$ cat src/design/mpq_pkg.sv
// shared types, codes and defaults for the min priority queue
`timescale 1ns / 1ps

package mpq_pkg;

    localparam int MPQ_DEPTH = 16;

    // command codes
    localparam logic [1:0] CMD_INSERT = 2'd0;
    localparam logic [1:0] CMD_REMOVE = 2'd1;
    localparam logic [1:0] CMD_LIST   = 2'd2;

    // status codes
    localparam logic [1:0] ST_OK    = 2'd0;
    localparam logic [1:0] ST_FULL  = 2'd1;
    localparam logic [1:0] ST_EMPTY = 2'd2;

    typedef enum logic [2:0] {
        S_IDLE,
        S_INS_STEP,
        S_INS_CMP,
        S_REM_RD,
        S_REM_OUT,
        S_LST_RD,
        S_LST_OUT
    } t_state;

    typedef struct packed {
        logic               valid;
        logic signed [31:0] value;
        logic [1:0]         status;
        logic               last;
    } t_result;

endpackage

$ cat src/design/mpq_ram.sv
// value store: one write port, one read port with registered read data
`timescale 1ns / 1ps

module mpq_ram #(
    parameter int DEPTH = mpq_pkg::MPQ_DEPTH,
    parameter int AW    = (DEPTH > 1) ? $clog2(DEPTH) : 1
) (
    input  logic               i_clk,
    input  logic               i_we,
    input  logic [AW-1:0]      i_waddr,
    input  logic signed [31:0] i_wdata,
    input  logic [AW-1:0]      i_raddr,
    output logic signed [31:0] o_rdata
);
    import mpq_pkg::*;

    logic signed [31:0] r_mem [DEPTH];
    logic signed [31:0] r_rdata;

    always_ff @(posedge i_clk) begin
        if (i_we) begin
            r_mem[i_waddr] <= i_wdata;
        end
    end

    always_ff @(posedge i_clk) begin
        r_rdata <= r_mem[i_raddr];
    end

    assign o_rdata = r_rdata;

endmodule

$ cat src/design/min_priority_queue_top.sv
// top level of the min priority queue: sequencer, pointers and result register
`timescale 1ns / 1ps

// bounded min priority queue of signed 32-bit values
// - command channel: an item (i_command, i_value) is taken at a rising edge with
//   start high and busy low; busy stays high while the item is worked on
// - result channel: o_valid strobes for one cycle per result with o_result_value,
//   o_status and o_last; the receiver cannot stall, so results are never held
// - values sit in a ring in a single-port-read memory, ascending from the head
//   pointer; one signed compare unit and the memory read port do all the work
// - insert: each held value larger than the new one is moved up one place,
//   then the new value is written; the result follows in the next cycle
// - remove: head read, then pointer advance together with the result
// - list: a memory read, then an emit, for each of the occupancy results
// - empty remove or list, and insert when full, answer in the cycle after
//   acceptance without leaving idle; command code three is dropped silently
// - the registered memory read data puts a read state before each use of it
// - reset empties the queue (occupancy and head cleared); memory contents
//   are not cleared since no entry beyond occupancy is ever used

module min_priority_queue_top #(
    parameter int DEPTH = mpq_pkg::MPQ_DEPTH
) (
    input  logic               i_clk,
    input  logic               i_rst_n,
    input  logic               start,
    output logic               busy,
    input  logic [1:0]         i_command,
    input  logic signed [31:0] i_value,
    output logic               o_valid,
    output logic signed [31:0] o_result_value,
    output logic [1:0]         o_status,
    output logic               o_last
);
    import mpq_pkg::*;

    localparam int AW = (DEPTH > 1) ? $clog2(DEPTH) : 1;
    localparam int CW = $clog2(DEPTH + 1);

    // sequencer state and pointers
    t_state             r_state, n_state;
    logic [CW-1:0]      r_occ, n_occ;      // number of held values
    logic [CW-1:0]      r_k, n_k;          // logical position being worked on
    logic [AW-1:0]      r_head, n_head;    // physical slot of the smallest value
    logic signed [31:0] r_value, n_value;  // value of the insert in flight
    t_result            r_res, n_res;

    // memory port signals
    logic               mem_we;
    logic [AW-1:0]      mem_waddr;
    logic signed [31:0] mem_wdata;
    logic [AW-1:0]      mem_raddr;
    logic signed [31:0] mem_rdata;

    logic accept;
    logic occ_full;
    logic occ_empty;

    assign accept    = start && (r_state == S_IDLE);
    assign occ_full  = (r_occ == CW'(DEPTH));
    assign occ_empty = (r_occ == '0);

    // logical position to physical slot in the ring
    function automatic logic [AW-1:0] phys(input logic [AW-1:0] head,
                                           input logic [CW-1:0] pos);
        logic [AW:0] sum;
        sum = {1'b0, head} + {1'b0, pos[AW-1:0]};
        if (sum >= (AW+1)'(DEPTH)) begin
            sum = sum - (AW+1)'(DEPTH);
        end
        return sum[AW-1:0];
    endfunction

    mpq_ram #(
        .DEPTH (DEPTH),
        .AW    (AW)
    ) u_ram (
        .i_clk   (i_clk),
        .i_we    (mem_we),
        .i_waddr (mem_waddr),
        .i_wdata (mem_wdata),
        .i_raddr (mem_raddr),
        .o_rdata (mem_rdata)
    );

    // next state
    always_comb begin
        n_state = r_state;
        case (r_state)
            S_IDLE: begin
                if (accept) begin
                    case (i_command)
                        CMD_INSERT: if (!occ_full)  n_state = S_INS_STEP;
                        CMD_REMOVE: if (!occ_empty) n_state = S_REM_RD;
                        CMD_LIST:   if (!occ_empty) n_state = S_LST_RD;
                        default:    n_state = S_IDLE;
                    endcase
                end
            end
            S_INS_STEP: n_state = (r_k == '0) ? S_IDLE : S_INS_CMP;
            S_INS_CMP:  n_state = (mem_rdata > r_value) ? S_INS_STEP : S_IDLE;
            S_REM_RD:   n_state = S_REM_OUT;
            S_REM_OUT:  n_state = S_IDLE;
            S_LST_RD:   n_state = S_LST_OUT;
            S_LST_OUT:  n_state = (r_k == r_occ - CW'(1)) ? S_IDLE : S_LST_RD;
            default:    n_state = S_IDLE;
        endcase
    end

    // datapath control and results
    always_comb begin
        n_occ     = r_occ;
        n_k       = r_k;
        n_head    = r_head;
        n_value   = r_value;
        n_res     = '0;
        mem_we    = 1'b0;
        mem_waddr = phys(r_head, r_k);
        mem_wdata = r_value;
        mem_raddr = phys(r_head, r_k);
        case (r_state)
            S_IDLE: begin
                if (accept) begin
                    n_value = i_value;
                    case (i_command)
                        CMD_INSERT: begin
                            if (occ_full) begin
                                n_res.valid  = 1'b1;
                                n_res.status = ST_FULL;
                                n_res.last   = 1'b1;
                            end else begin
                                n_k = r_occ;
                            end
                        end
                        CMD_REMOVE: begin
                            if (occ_empty) begin
                                n_res.valid  = 1'b1;
                                n_res.status = ST_EMPTY;
                                n_res.last   = 1'b1;
                            end
                        end
                        CMD_LIST: begin
                            if (occ_empty) begin
                                n_res.valid  = 1'b1;
                                n_res.status = ST_EMPTY;
                                n_res.last   = 1'b1;
                            end else begin
                                n_k = '0;
                            end
                        end
                        default: n_res = '0;
                    endcase
                end
            end
            S_INS_STEP: begin
                if (r_k == '0) begin
                    // reached the head: new value goes in front
                    mem_we       = 1'b1;
                    n_occ        = r_occ + CW'(1);
                    n_res.valid  = 1'b1;
                    n_res.status = ST_OK;
                    n_res.last   = 1'b1;
                end else begin
                    mem_raddr = phys(r_head, r_k - CW'(1));
                end
            end
            S_INS_CMP: begin
                mem_we = 1'b1;
                if (mem_rdata > r_value) begin
                    // larger neighbor moves up one place
                    mem_wdata = mem_rdata;
                    n_k       = r_k - CW'(1);
                end else begin
                    n_occ        = r_occ + CW'(1);
                    n_res.valid  = 1'b1;
                    n_res.status = ST_OK;
                    n_res.last   = 1'b1;
                end
            end
            S_REM_RD: begin
                mem_raddr = r_head;
            end
            S_REM_OUT: begin
                n_head       = phys(r_head, CW'(1));
                n_occ        = r_occ - CW'(1);
                n_res.valid  = 1'b1;
                n_res.value  = mem_rdata;
                n_res.status = ST_OK;
                n_res.last   = 1'b1;
            end
            S_LST_RD: begin
                mem_raddr = phys(r_head, r_k);
            end
            S_LST_OUT: begin
                n_k          = r_k + CW'(1);
                n_res.valid  = 1'b1;
                n_res.value  = mem_rdata;
                n_res.status = ST_OK;
                n_res.last   = (r_k == r_occ - CW'(1));
            end
            default: n_res = '0;
        endcase
    end

    // control and payload registers; only state, occupancy, head and result valid are reset
    always_ff @(posedge i_clk) begin
        if (!i_rst_n) begin
            r_state     <= S_IDLE;
            r_occ       <= '0;
            r_head      <= '0;
            r_res.valid <= 1'b0;
        end else begin
            r_state     <= n_state;
            r_occ       <= n_occ;
            r_head      <= n_head;
            r_res.valid <= n_res.valid;
        end
        r_k          <= n_k;
        r_value      <= n_value;
        r_res.value  <= n_res.value;
        r_res.status <= n_res.status;
        r_res.last   <= n_res.last;
    end

    assign busy           = (r_state != S_IDLE);
    assign o_valid        = r_res.valid;
    assign o_result_value = r_res.value;
    assign o_status       = r_res.status;
    assign o_last         = r_res.last;

`ifndef SYNTH
    // occupancy never passes the store depth
    a_occ_bound: assert property (@(posedge i_clk) disable iff (!i_rst_n)
        r_occ <= CW'(DEPTH))
        else $error("occupancy above depth");

    // a full report only comes while the store is full
    a_full_report: assert property (@(posedge i_clk) disable iff (!i_rst_n)
        (o_valid && o_status == ST_FULL) |-> occ_full)
        else $error("full reported on a store with room");

    // error results carry a zero value
    a_err_zero: assert property (@(posedge i_clk) disable iff (!i_rst_n)
        (o_valid && o_status != ST_OK) |-> (o_result_value == '0))
        else $error("nonzero value on error result");

    // a remove on a non-empty store starts with a head read
    a_rem_start: assert property (@(posedge i_clk) disable iff (!i_rst_n)
        (accept && i_command == CMD_REMOVE && !occ_empty) |=> (r_state == S_REM_RD))
        else $error("remove did not start reading the head");

    // a non-final result only comes from a list still in progress
    a_list_more: assert property (@(posedge i_clk) disable iff (!i_rst_n)
        (o_valid && !o_last) |-> (r_state == S_LST_RD))
        else $error("non-final result outside a list");
`endif

endmodule
$ cat config.mk
export PLATFORM = sky130hd
export DESIGN_NAME = min_priority_queue_top
export DESIGN_NICKNAME = d
export VERILOG_FILES = /design/src/design/mpq_pkg.sv /design/src/design/mpq_ram.sv /design/src/design/min_priority_queue_top.sv
export SDC_FILE = /design/constraint.sdc
export NUM_CORES = 1
export LEC_CHECK = 0
export ABC_AREA = 1
export BUFFER_PORTS_ARGS = -buffer_cell sky130_fd_sc_hd__buf_2
export CAP_MARGIN = 5
export CORE_ASPECT_RATIO = 0.7
export CORE_UTILIZATION = 23
export CTS_CLUSTER_DIAMETER = 30
export DETAILED_ROUTE_END_ITERATION = 6
export PLACE_DENSITY = 0.39
export SLEW_MARGIN = 30
export SYNTH_ARGS = -nofsm -noshare
export SYNTH_HDL_FRONTEND = slang
export SYNTH_HIERARCHICAL = 1
export SYNTH_SLANG_ARGS = --single-unit
$ cat constraint.sdc
create_clock -name i_clk -period 3.7 [get_ports i_clk]
set_input_delay 0.37 -clock i_clk [delete_from_list [all_inputs] [get_ports i_clk]]
set_output_delay 0.37 -clock i_clk [all_outputs]
set_load 0.1 [all_outputs]
==> reports/results.md, run 1 <==
| Parameter | Reported |
|:---|:---|
| Number of vias in the routed layout | 18.7k |
| Fin area | 34600 sq um |
| Final HPWL DP | 45.4 mm |
| Post-synth top cells | sky130_fd_sc_hd__nand2_1, sky130_fd_sc_hd__edfxtp_1, sky130_fd_sc_hd__inv_1, sky130_fd_sc_hd__nand3_1, sky130_fd_sc_hd__nor2_1 |
| Floorplan die area | 121000 sq um |
| VDD IR max | 0.830 mV |
| Post-synthesis share of cell area spent on and, or, nand and nor gates | 19.9% |
| Worst hold endpoint | o_status[1] |
| Setup-failing EPs final | 0 |
| Starting DRC count in detailed routing | 1255 |
| Number of ports placed on the die boundary | 74 |
| Core Rows | 105 |
| Starting density of the core | 23.3% |
| Routability congestion estimate from global placement | 0.742 |
| Critical Path Source Type | flop |
| Depth of the most critical reg-to-reg path | 12 |
| Number of setup buffers added after CTS | 0 |
| Worst R2R Setup Slack | 0.41 ns |
| Setup TNS | 0 ns |
| Biggest area contributors in the synthesized netlist | sky130_fd_sc_hd__edfxtp_1, sky130_fd_sc_hd__nand2_1, sky130_fd_sc_hd__nand3_1, sky130_fd_sc_hd__inv_1, sky130_fd_sc_hd__dfxtp_1 |
| Die height | 291 um |
| Cell Area, Synth | 27500 sq um |
| DRC violation count after routing | 0 |
| Sw power | 10.2 mW |
| Outcome | finished, final reports clean |
| Max-Cap Viols | 0 |
| Largest area contributor in the synthesized netlist | sky130_fd_sc_hd__edfxtp_1 |
| Proportion of synthesized flip-flops having asynchronous set or reset | 0% |
| Xor and xnor fraction of the mapped netlist area | 0.446% |
| Headroom to the max-slew limit | 41.0% |
| Final period demand of the worst path | 3.29 ns |
| Pin count of the biggest net entering global routing | 129 |
| Die extent in x | 415 um |
| Total iterations of the first detailed-routing run | 5 |
| Global route total overflow | 0 |
| Final net count | 2993 |
| Antenna-violating nets left | 0 |
| Number of buffers between clock root and the deepest sink | 3 |
| Most used DFF post-synth | sky130_fd_sc_hd__edfxtp_1 |
| Area share of fa/ha/maj cells after synthesis | 2.38% |
| Area fraction of the dominant cell type after synthesis | 60.0% |
| RR Endpoint | u_ram/o_rdata[18] |
| Via/cell ratio | 4.09 |
| Total of warnings raised by yosys | 6 |
| Source-to-sink clock delay at the later pin of the worst-skew pair | 0.71 ns |
| CTS root buffer | sky130_fd_sc_hd__clkbuf_16 |
| Via count of the first global-routing pass | 18.1k |
| Proportion of layout cells with a drive suffix above 1 | 13.3% |
| Classification of the worst-slack hold path | input pin to flop |
| Pwr per Cell Area | 817 nW/um^2 |
| Clock tree from TritonCTS | built |
| Placed Area | 30300 sq um |
| IO buf count | 73 |
| Leak pwr | 14.8 nW |
| Switching Fraction | 36.1% |
| Final slew viol count | 0 |
| Hold violation total from the final report | 0 |
| Antenna violations before repair | 1 |
| Placement Setup Slack | 0.309 ns |
| Layout overhead on the synthesized area | 26.0% |
| Cell with the most instances after synthesis | sky130_fd_sc_hd__nand2_1 |
| Launching point of the worst reg2reg path | r_k[0] |
| Maximum clock rate | 304 MHz |
| Maximum fanout along the worst path | 22 |
| Pwr Total | 28.3 mW |
| Compound-cell area share of the yosys netlist | 1.83% |
| Max H-tree Level | 3 |
| Number of enable-type register cells in the synthesized netlist | 549 |
| Final routed wire length divided by cell count | 18.8 um |
| Data arrival at the endpoint of the critical path | 3.91 ns |
| Pin slew with the least headroom to its limit | 0.884 ns |
| Number of cells traversed by the worst hold path | 5 |
| Power share of the combinational group | 30.9% |
| Multiplexer fraction of the synthesized cell area | 0% |
| Share of the clock period used by the worst path | 89.0% |
| Kind of end point of the critical path | flop |
| Area of the core | 118000 sq um |
| Hold path startpoint | i_command[0] |
| Net count after synthesis | 2795 |
| Proportion of power drawn by flip-flops and latches | 31.1% |
| Required time at the endpoint of the critical path | 4.31 ns |
| Dominant combinational cell family by area after synthesis | simple AND/OR/NAND/NOR gates |
| Worst-path clk slew | 0.05 ns |
| CTS buffer count | 120 |
| Part of the Yosys area used for sequential elements | 65.8% |
| Number of storage elements in the synthesis netlist | 629 |
| Type of the worst setup path | flop to flop |
| Design internal power | 18.1 mW |
| Global-route wire length before repair | 126 mm |
| Unrepaired setup endpoints after global routing | false |
| Worst path setup slack after routing | 0.406 ns |
| TritonCTS sink count | 629 |
| Global-route usage over all layers | 14.2% |
| Part of the total power dissipated in the clock network | 38.0% |
| WL final | 85.7 mm |
| Cells after synthesis | 2707 |
| Clock Skew | 0.0246 ns |
| Distinct cell type count of the synthesized netlist | 38 |
| Mean area per synthesized cell | 10.2 sq um |
-- through the flow --
step	instances	hold slack [ns]	utilization (%)
floorplan	2707	0.429	-
global placement	4301	0.462	25.7
detailed placement	4301	0.459	25.7
CTS	4561	0.0858	29.3
global route	4562	0.138	29.4
finish	4562	0.138	29.4
-- routing by layer --
metal  global-route usage (%)  vias to the layer above  part of all wire [%]
met2                     21.1                      376                    43
met3                     2.73                      134                   4.5
met4                     3.95                        0                   2.0
met5                        0                        -                     0
met1                     20.7                     8949                    50
li1                         -                     9193                     -
-- placed cells by master (no fill, tap or decap), types with 3 or more instances in the layout --
cell type and count:
sky130_fd_sc_hd__a21oi_1 27, sky130_fd_sc_hd__a31oi_1 3, sky130_fd_sc_hd__buf_12 32, sky130_fd_sc_hd__buf_2 73, sky130_fd_sc_hd__buf_4 58, sky130_fd_sc_hd__bufinv_16 13, sky130_fd_sc_hd__clkbuf_1 32, sky130_fd_sc_hd__clkbuf_16 123
sky130_fd_sc_hd__clkbuf_8 4, sky130_fd_sc_hd__clkinv_1 13, sky130_fd_sc_hd__clkinv_2 23, sky130_fd_sc_hd__clkinvlp_4 11, sky130_fd_sc_hd__dfxtp_1 80, sky130_fd_sc_hd__dlygate4sd3_1 33, sky130_fd_sc_hd__edfxtp_1 549, sky130_fd_sc_hd__ha_1 49
sky130_fd_sc_hd__inv_1 485, sky130_fd_sc_hd__inv_2 7, sky130_fd_sc_hd__inv_6 7, sky130_fd_sc_hd__nand2_1 795, sky130_fd_sc_hd__nand3_1 405, sky130_fd_sc_hd__nand3b_1 3, sky130_fd_sc_hd__nand4_1 5, sky130_fd_sc_hd__nor2_1 65
sky130_fd_sc_hd__nor2_2 3, sky130_fd_sc_hd__nor2_4 17, sky130_fd_sc_hd__nor3_1 7, sky130_fd_sc_hd__o211ai_1 3, sky130_fd_sc_hd__o21ai_0 22, sky130_fd_sc_hd__o21ai_1 7, sky130_fd_sc_hd__o21ai_2 16, sky130_fd_sc_hd__or2_2 3
sky130_fd_sc_hd__xnor2_1 3, sky130_fd_sc_hd__xor2_1 11
-- cell type report --
type                    instances  area [sq um]
flip-flops and latches        629         18100
diodes                          1          2.50
repair buffers                196          1770
multi-input cells            1463          6990
fillers                     12200         83200
well taps                    1551          1940
clock inverters                68           711
inverters                     495          1870
clock buffers                 159          3250
-- sequential cells by signal (all words and copies together) (netlist names) --
signal,cells
u_ram/r_mem,512
o_result_value,32
r_value,32
u_ram/o_rdata,32
r_k,5
r_occ,5
r_head,4
r_state,3
o_status,2
o_last,1
o_valid,1
-- kinds of logic (layout without fill, tap and decap cells) --
group / after synthesis / count (layout)
AOI/OAI and AO/OA: 91 / 91
adders and majority gates: 51 / 51
xor gates and xnor gates: 14 / 14
DFF: 629 / 629
and+or+nand+nor: 1307 / 1307
buffers and inverters: 615 / 918
other: 0 / 1
-- worst max-delay path, stage by stage, from the launching register on --
cell and delay (ns):
sky130_fd_sc_hd__edfxtp_1 0.46, sky130_fd_sc_hd__inv_1 0.20, sky130_fd_sc_hd__ha_1 0.22, sky130_fd_sc_hd__xor2_1 0.22, sky130_fd_sc_hd__ha_1 0.29, sky130_fd_sc_hd__xor2_1 0.17, sky130_fd_sc_hd__nand2_1 0.11, sky130_fd_sc_hd__o221ai_4 0.10
sky130_fd_sc_hd__clkinv_2 0.54, sky130_fd_sc_hd__buf_4 0.44, sky130_fd_sc_hd__nand3_1 0.11, sky130_fd_sc_hd__nand3_1 0.09, sky130_fd_sc_hd__nand2_1 0.22
-- power groups by stage --
| stage | combinational [mW] | sequential, mW | clock [mW] |
|---|---|---|---|
| after floorplan | 5.63 | 9.10 | 0 |
| after global placement | 8.86 | 8.94 | 0 |
| after detailed placement | 8.80 | 8.94 | 0 |
| after CTS | 8.86 | 8.81 | 11.0 |
| after global routing | 9.73 | 8.85 | 11.3 |
| final | 8.74 | 8.81 | 10.7 |
-- repair_timing --
action,in CTS,in global routing
hold buffers,33,0
gates resized for setup,0,0
hold endpoints to repair,38,0
-- worst max-delay path by stage --
stage | slack [ns] | from | to | cells after the start
6_report | 0.41 | r_k[0] | u_ram/o_rdata[18] | 12
4_1_cts | 0.25 | r_value[23] | u_ram/r_mem[0][31] | 12
5_1_grt | 0.14 | r_k[0] | u_ram/o_rdata[18] | 16
2_1_floorplan | 0.40 | r_k[0] | u_ram/r_mem[10][0] | 6
3_5_place_dp | 0.31 | r_value[23] | u_ram/r_mem[8][7] | 12
3_3_place_gp | 0.23 | r_value[23] | u_ram/r_mem[14][4] | 12
No activity file was read; power rests on OpenSTA's default activity.
==> run 2, diff against run 1 <==
--- a/config.mk
+++ b/config.mk
@@ -16,5 +16,4 @@
 export SLEW_MARGIN = 30
 export SYNTH_ARGS = -nofsm -noshare
 export SYNTH_HDL_FRONTEND = slang
-export SYNTH_HIERARCHICAL = 1
 export SYNTH_SLANG_ARGS = --single-unit
==> reports/results.md, run 2 <==
| Parameter | Reported |
|:---|:---|
| Outcome | finished, final reports clean |
| Post-route non-filler standard cell count | 4126 |
| Area of the core | 113000 sq um |
| Number of flip-flops under the largest register name | 512 |
| Leak pwr | 13.0 nW |
| Placed Area | 29500 sq um |
| Mean area per synthesized cell | 11.5 sq um |
| Pin slew with the least headroom to its limit | 0.774 ns |
| IO buf count | 73 |
| DRC violation count after routing | 0 |
| Proportion of power drawn by flip-flops and latches | 34.9% |
| Power share of the combinational group | 23.4% |
| Post-Route M1 WL | 41.3 mm |
| Worst path slowest cell | sky130_fd_sc_hd__o21ai_0 |
| Clock Skew | 0.0427 ns |
| Cell with the most instances after synthesis | sky130_fd_sc_hd__edfxtp_1 |
| Required time at the endpoint of the critical path | 4.21 ns |
| Largest area contributor in the synthesized netlist | sky130_fd_sc_hd__edfxtp_1 |
| Number of storage elements in the synthesis netlist | 629 |
| Maximum fanout along the worst path | 42 |
| Number of setup buffers added after CTS | 0 |
| Part of the total power dissipated in the clock network | 41.7% |
| Critical Path Source Type | flop |
| Proportion of synthesized flip-flops having asynchronous set or reset | 0% |
| Type of the worst setup path | flop to flop |
| Data arrival at the endpoint of the critical path | 3.90 ns |
| Most common library cell in the layout ignoring fill and taps | sky130_fd_sc_hd__edfxtp_1 |
| Biggest area contributors in the synthesized netlist | sky130_fd_sc_hd__edfxtp_1, sky130_fd_sc_hd__nand2_1, sky130_fd_sc_hd__o211ai_1, sky130_fd_sc_hd__dfxtp_1, sky130_fd_sc_hd__nand3_1 |
| Setup-failing EPs final | 0 |
| Unrepaired setup endpoints after global routing | false |
| Design internal power | 16.9 mW |
| Crit path largest cell delay | 0.48 ns |
| Setup TNS | 0 ns |
| Antenna-violating nets left | 0 |
| Number of enable-type register cells in the synthesized netlist | 549 |
| Placement Setup Slack | 0.406 ns |
| Max-Cap Viols | 0 |
| Kind of end point of the critical path | flop |
| Core Rows | 103 |
| Share of the clock period used by the worst path | 91.6% |
| Distinct cell type count of the synthesized netlist | 43 |
| Switching Fraction | 32.1% |
| Post-synth top cells | sky130_fd_sc_hd__edfxtp_1, sky130_fd_sc_hd__nand2_1, sky130_fd_sc_hd__inv_1, sky130_fd_sc_hd__nand3_1, sky130_fd_sc_hd__o211ai_1 |
| Proportion of layout cells with a drive suffix above 1 | 15.1% |
| Area fraction of the dominant cell type after synthesis | 62.3% |
| Number of vias in the routed layout | 17.8k |
| Sw power | 7.97 mW |
| Number of buffers between clock root and the deepest sink | 3 |
| Global-route usage over all layers | 13.9% |
| Antenna violations before repair | 4 |
| Total of warnings raised by yosys | 0 |
| Final routed wire length divided by cell count | 19.7 um |
| Total instance count after detailed placement | 3877 |
| Worst-path clk slew | 0.05 ns |
| Via/cell ratio | 4.31 |
| Pin count of the biggest net entering global routing | 106 |
| Starting DRC count in detailed routing | 1329 |
| Routability congestion estimate from global placement | 0.788 |
| Headroom to the max-slew limit | 48.4% |
| Most used cells in the layout excluding fill and tap cells | sky130_fd_sc_hd__edfxtp_1, sky130_fd_sc_hd__nand2_1, sky130_fd_sc_hd__inv_1, sky130_fd_sc_hd__nand3_1, sky130_fd_sc_hd__o211ai_1 |
| Max H-tree Level | 3 |
| Largest Register | u_ram.r_mem |
| CTS buffer count | 114 |
| Via count of the first global-routing pass | 17.5k |
| Floorplan die area | 116000 sq um |
| Final period demand of the worst path | 3.39 ns |
| Cell Area, Synth | 26400 sq um |
| Sequential cell area in the final layout | 18100 sq um |
| Die extent in x | 407 um |
| Final HPWL DP | 44.1 mm |
| Hold violation total from the final report | 0 |
| Starting density of the core | 23.3% |
| VDD IR max | 0.387 mV |
| Classification of the worst-slack hold path | input pin to flop |
| Pwr per Cell Area | 738 nW/um^2 |
| Die height | 286 um |
| Final slew viol count | 0 |
| Fin area | 33700 sq um |
| Top layer used by detailed routing | met5 |
| Cells after synthesis | 2299 |
| Sum of met3 wire segment lengths after detailed routing | 3.93 mm |
| WL final | 81.1 mm |
| Metal2 WL | 34.5 mm |
| Diodes inserted | 0 |
| Net count after synthesis | 2387 |
| Global-route wire length before repair | 119 mm |
| Maximum clock rate | 295 MHz |
| Part of the Yosys area used for sequential elements | 68.4% |
| TritonCTS sink count | 629 |
| Most used DFF post-synth | sky130_fd_sc_hd__edfxtp_1 |
| Worst path setup slack after routing | 0.311 ns |
| Total iterations of the first detailed-routing run | 5 |
| Layout overhead on the synthesized area | 27.4% |
| Source-to-sink clock delay at the later pin of the worst-skew pair | 0.71 ns |
| Chain of cells forming the critical path | inv_1 > ha_1 > nand2_1 > nor2_1 > nand4_1 > nor2_1 > nand2_1 > nand3_1 > nand4_1 > buf_12 > o21ai_0 > buf_4 |
| Clock tree from TritonCTS | built |
| CTS root buffer | sky130_fd_sc_hd__clkbuf_16 |
| Total area of multi-input combinational cells | 6640 sq um |
| Final net count | 2591 |
| Number of ports placed on the die boundary | 74 |
| Global route total overflow | 0 |
| Number of fill cells in the layout | 11.7k |
-- run 2: repair_timing --
item,CTS,global route
hold buffers,32,0
hold endpoints to repair,32,0
resized for setup,0,0
-- run 2: worst max-delay path: cells and delay by family, from the launching register on --
kind            cells  cell delay [ns]
compound gates      1             0.48
fa+ha+maj           1             0.30
buf+inv             3             0.60
flops               1             0.35
simple gates        7             1.45
-- run 2: worst paths after layout --
path	slack [ns]	cells past startpoint	to	start
worst min-delay path	0.06	3	r_occ[4]	i_rst_n
worst min register to register	0.45	2	o_result_value[25]	u_ram.o_rdata[25]
worst max register to register	0.31	12	u_ram.r_mem[7][31]	r_value[23]
worst max-delay path	0.31	12	u_ram.r_mem[7][31]	r_value[23]
-- run 2: logic make-up after synthesis --
family / Yosys count / share of synthesized area [%]
and+or+nand+nor: 832 / 13.2
DFF: 629 / 68.4
buffers and inverters: 459 / 7.14
AOI/OAI and AO/OA: 318 / 8.39
adders and majority gates: 51 / 2.47
xor gates and xnor gates: 10 / 0.360
-- run 2: layout make-up --
cell class / count / area share, %
multi-input cells: 1211 / 19.7
repair buffers: 207 / 5.72
clock buffers: 147 / 9.10
inverters: 340 / 3.80
well taps: 1522 / 5.65
clock inverters: 70 / 2.34
flip-flops and latches: 629 / 53.7
-- run 2: metrics by stage --
step | utilization, % | power, mW | hold WS [ns]
2_1_floorplan | - | 12.5 | 0.429
3_3_place_gp | 26.0 | 14.6 | 0.461
3_5_place_dp | 26.0 | 14.6 | 0.460
4_1_cts | 29.7 | 25.2 | 0.00983
5_1_grt | 29.7 | 26.1 | 0.0330
6_report | 29.7 | 24.9 | 0.0597
-- run 2: metal layers --
metal | track usage, % | up-vias
met5 | 0 | -
met4 | 3.38 | 2
met3 | 2.71 | 107
met2 | 20.6 | 452
met1 | 20.7 | 8769
li1 | - | 8456
-- run 2: power by group through the flow --
| stage | combinational [mW] | sequential (mW) | clock (mW) |
|---|---|---|---|
| 2_1_floorplan | 3.60 | 8.92 | 0 |
| 3_3_place_gp | 5.84 | 8.81 | 0 |
| 3_5_place_dp | 5.84 | 8.80 | 0 |
| 4_1_cts | 5.89 | 8.67 | 10.6 |
| 5_1_grt | 6.48 | 8.70 | 11.0 |
| 6_report | 5.83 | 8.67 | 10.4 |
==> run 3, diff against run 2 <==
--- a/config.mk
+++ b/config.mk
@@ -12,7 +12,8 @@
 export CORE_UTILIZATION = 23
 export CTS_CLUSTER_DIAMETER = 30
 export DETAILED_ROUTE_END_ITERATION = 6
-export PLACE_DENSITY = 0.39
+export HOLD_SLACK_MARGIN = 0.1
+export PLACE_DENSITY = 0.49
 export SLEW_MARGIN = 30
 export SYNTH_ARGS = -nofsm -noshare
 export SYNTH_HDL_FRONTEND = slang
==> reports/results.md, run 3 (synthesis gave the netlist of run 2 again) <==
| Parameter | Reported |
|:---|:---|
| Most used cells in the layout excluding fill and tap cells | sky130_fd_sc_hd__edfxtp_1, sky130_fd_sc_hd__nand2_1, sky130_fd_sc_hd__inv_1, sky130_fd_sc_hd__nand3_1, sky130_fd_sc_hd__o211ai_1 |
| Via/cell ratio | 4.26 |
| TritonCTS sink count | 629 |
| Data arrival at the endpoint of the critical path | 4.03 ns |
| CTS buffer count | 103 |
| Number of setup buffers added after CTS | 0 |
| Layout overhead on the synthesized area | 26.1% |
| IO buf count | 73 |
| DRC violation count after routing | 0 |
| Leak pwr | 12.8 nW |
| WL final | 73.9 mm |
| Antenna violations before repair | 1 |
| Via count of the first global-routing pass | 16.7k |
| Headroom to the max-slew limit | 50.4% |
| Critical Path Source Type | flop |
| CTS root buffer | sky130_fd_sc_hd__clkbuf_16 |
| Antenna-violating nets left | 0 |
| Pin slew with the least headroom to its limit | 0.745 ns |
| Worst R2R Setup Slack | 0.19 ns |
| Number of ports placed on the die boundary | 74 |
| Starting DRC count in detailed routing | 1481 |
| Final net count | 2573 |
| Clock tree from TritonCTS | built |
| Floorplan die area | 116000 sq um |
| Proportion of layout cells with a drive suffix above 1 | 15.1% |
| Required time at the endpoint of the critical path | 4.22 ns |
| Clock Skew | 0.0263 ns |
| Classification of the worst-slack hold path | input pin to flop |
| Share of the clock period used by the worst path | 94.9% |
| Final HPWL DP | 40.9 mm |
| Total iterations of the first detailed-routing run | 5 |
| Setup TNS | 0 ns |
| Setup-failing EPs final | 0 |
| Starting density of the core | 23.3% |
| Unrepaired setup endpoints after global routing | false |
| Final design utilization | 29.4% |
| Worst-path clk slew | 0.06 ns |
| Die height | 286 um |
| Kind of end point of the critical path | flop |
| Number of vias in the routed layout | 17.5k |
| Global-route wire length before repair | 111 mm |
| Area of the core | 113000 sq um |
| Outcome | finished, final reports clean |
| Pin count of the biggest net entering global routing | 129 |
| Number of buffers between clock root and the deepest sink | 3 |
| Number of fill cells in the layout | 11.7k |
| Maximum clock rate | 285 MHz |
| Pwr per Cell Area | 729 nW/um^2 |
| Largest Register | u_ram.r_mem |
| Source-to-sink clock delay at the later pin of the worst-skew pair | 0.69 ns |
| Number of flip-flops under the largest register name | 512 |
| Max H-tree Level | 3 |
| Maximum fanout along the worst path | 48 |
| Max-Cap Viols | 0 |
| Die extent in x | 407 um |
| Hold violation total from the final report | 0 |
| Most common library cell in the layout ignoring fill and taps | sky130_fd_sc_hd__edfxtp_1 |
| Final period demand of the worst path | 3.51 ns |
| VDD IR max | 0.458 mV |
| Placement Setup Slack | 0.226 ns |
| Type of the worst setup path | flop to flop |
| Routability congestion estimate from global placement | 0.766 |
| Global route total overflow | 0 |
| Global-route usage over all layers | 12.7% |
| Final routed wire length divided by cell count | 18.0 um |
| Core Rows | 103 |
| Final slew viol count | 0 |
| Worst path setup slack after routing | 0.189 ns |
-- run 3: cell count changes in the layout (fill, tap and decap cells not counted), moves of 3 or more --
cell	before	now
sky130_fd_sc_hd__buf_12	38	31
sky130_fd_sc_hd__clkbuf_1	24	6
sky130_fd_sc_hd__clkbuf_16	114	103
sky130_fd_sc_hd__clkbuf_8	9	2
sky130_fd_sc_hd__clkinv_1	14	7
sky130_fd_sc_hd__clkinv_4	7	13
sky130_fd_sc_hd__clkinvlp_4	11	14
sky130_fd_sc_hd__inv_6	7	16
-- run 3: worst paths after layout --
kind / from / endpoint / cells after the start
max: r_value[22] / u_ram.r_mem[3][16] / 12
min: i_command[0] / o_status[0] / 5
max reg2reg: r_value[22] / u_ram.r_mem[3][16] / 12
min reg2reg: u_ram.o_rdata[27] / o_result_value[27] / 2
-- run 3: routing by layer --
| layer | wire, um | share of wire [%] | global-route usage [%] | vias up |
|---|---|---|---|---|
| met2 | 30200 | 41 | 17.7 | 487 |
| li1 | - | - | - | 8425 |
| met1 | 37500 | 51 | 19.4 | 8442 |
| met5 | 0 | 0 | 0 | - |
| met4 | 1110 | 1.5 | 2.88 | 0 |
| met3 | 5030 | 6.8 | 2.95 | 98 |
-- run 3: layout make-up --
type                            instances  area (sq um)  area share, %
Sequential cell                       629         18100           54.2
Multi-Input combinational cell       1211          6640           19.9
Clock buffer                          111          2630           7.88
Tap cell                             1522          1900           5.71
Timing Repair Buffer                  200          1790           5.37
Inverter                              340          1280           3.83
Clock inverter                         85          1030           3.09
Antenna cell                            1          2.50        0.00750
-- run 3: report_power, final --
part	total, mW	leakage, nW	internal, mW	switching (mW)
Clock	10.0	1.75	6.24	3.77
Combinational	5.63	5.47	1.72	3.91
Sequential	8.68	5.62	8.42	0.263
-- run 3: critical path, stage by stage (launching register included) --
cell and delay (ns):
sky130_fd_sc_hd__edfxtp_1 0.38, sky130_fd_sc_hd__inv_1 0.06, sky130_fd_sc_hd__ha_1 0.27, sky130_fd_sc_hd__nand2_1 0.07, sky130_fd_sc_hd__nor2_1 0.16, sky130_fd_sc_hd__nand4_1 0.32, sky130_fd_sc_hd__nor2_1 0.44, sky130_fd_sc_hd__nand2_1 0.18
sky130_fd_sc_hd__nand3_1 0.12, sky130_fd_sc_hd__nand4_1 0.20, sky130_fd_sc_hd__buf_12 0.25, sky130_fd_sc_hd__o21ai_0 0.51, sky130_fd_sc_hd__buf_4 0.31
-- run 3: timing repair --
action | CTS | global route
hold buffers | 34 | 0
endpoints found under the setup margin | 0 | 16
endpoints found under the hold margin | 44 | 0
gates resized for setup | 0 | 1
-- run 3: stage by stage --
stage                     std cells  area [sq um]  power [mW]  hold slack (ns)
after floorplan                2299         26400        12.5            0.429
after global placement         3868         29400        14.4            0.470
after detailed placement       3868         29400        14.4            0.470
after CTS                      4098         33400        24.6            0.137
after global routing           4098         33400        25.6            0.192
final                          4099         33400        24.3            0.181
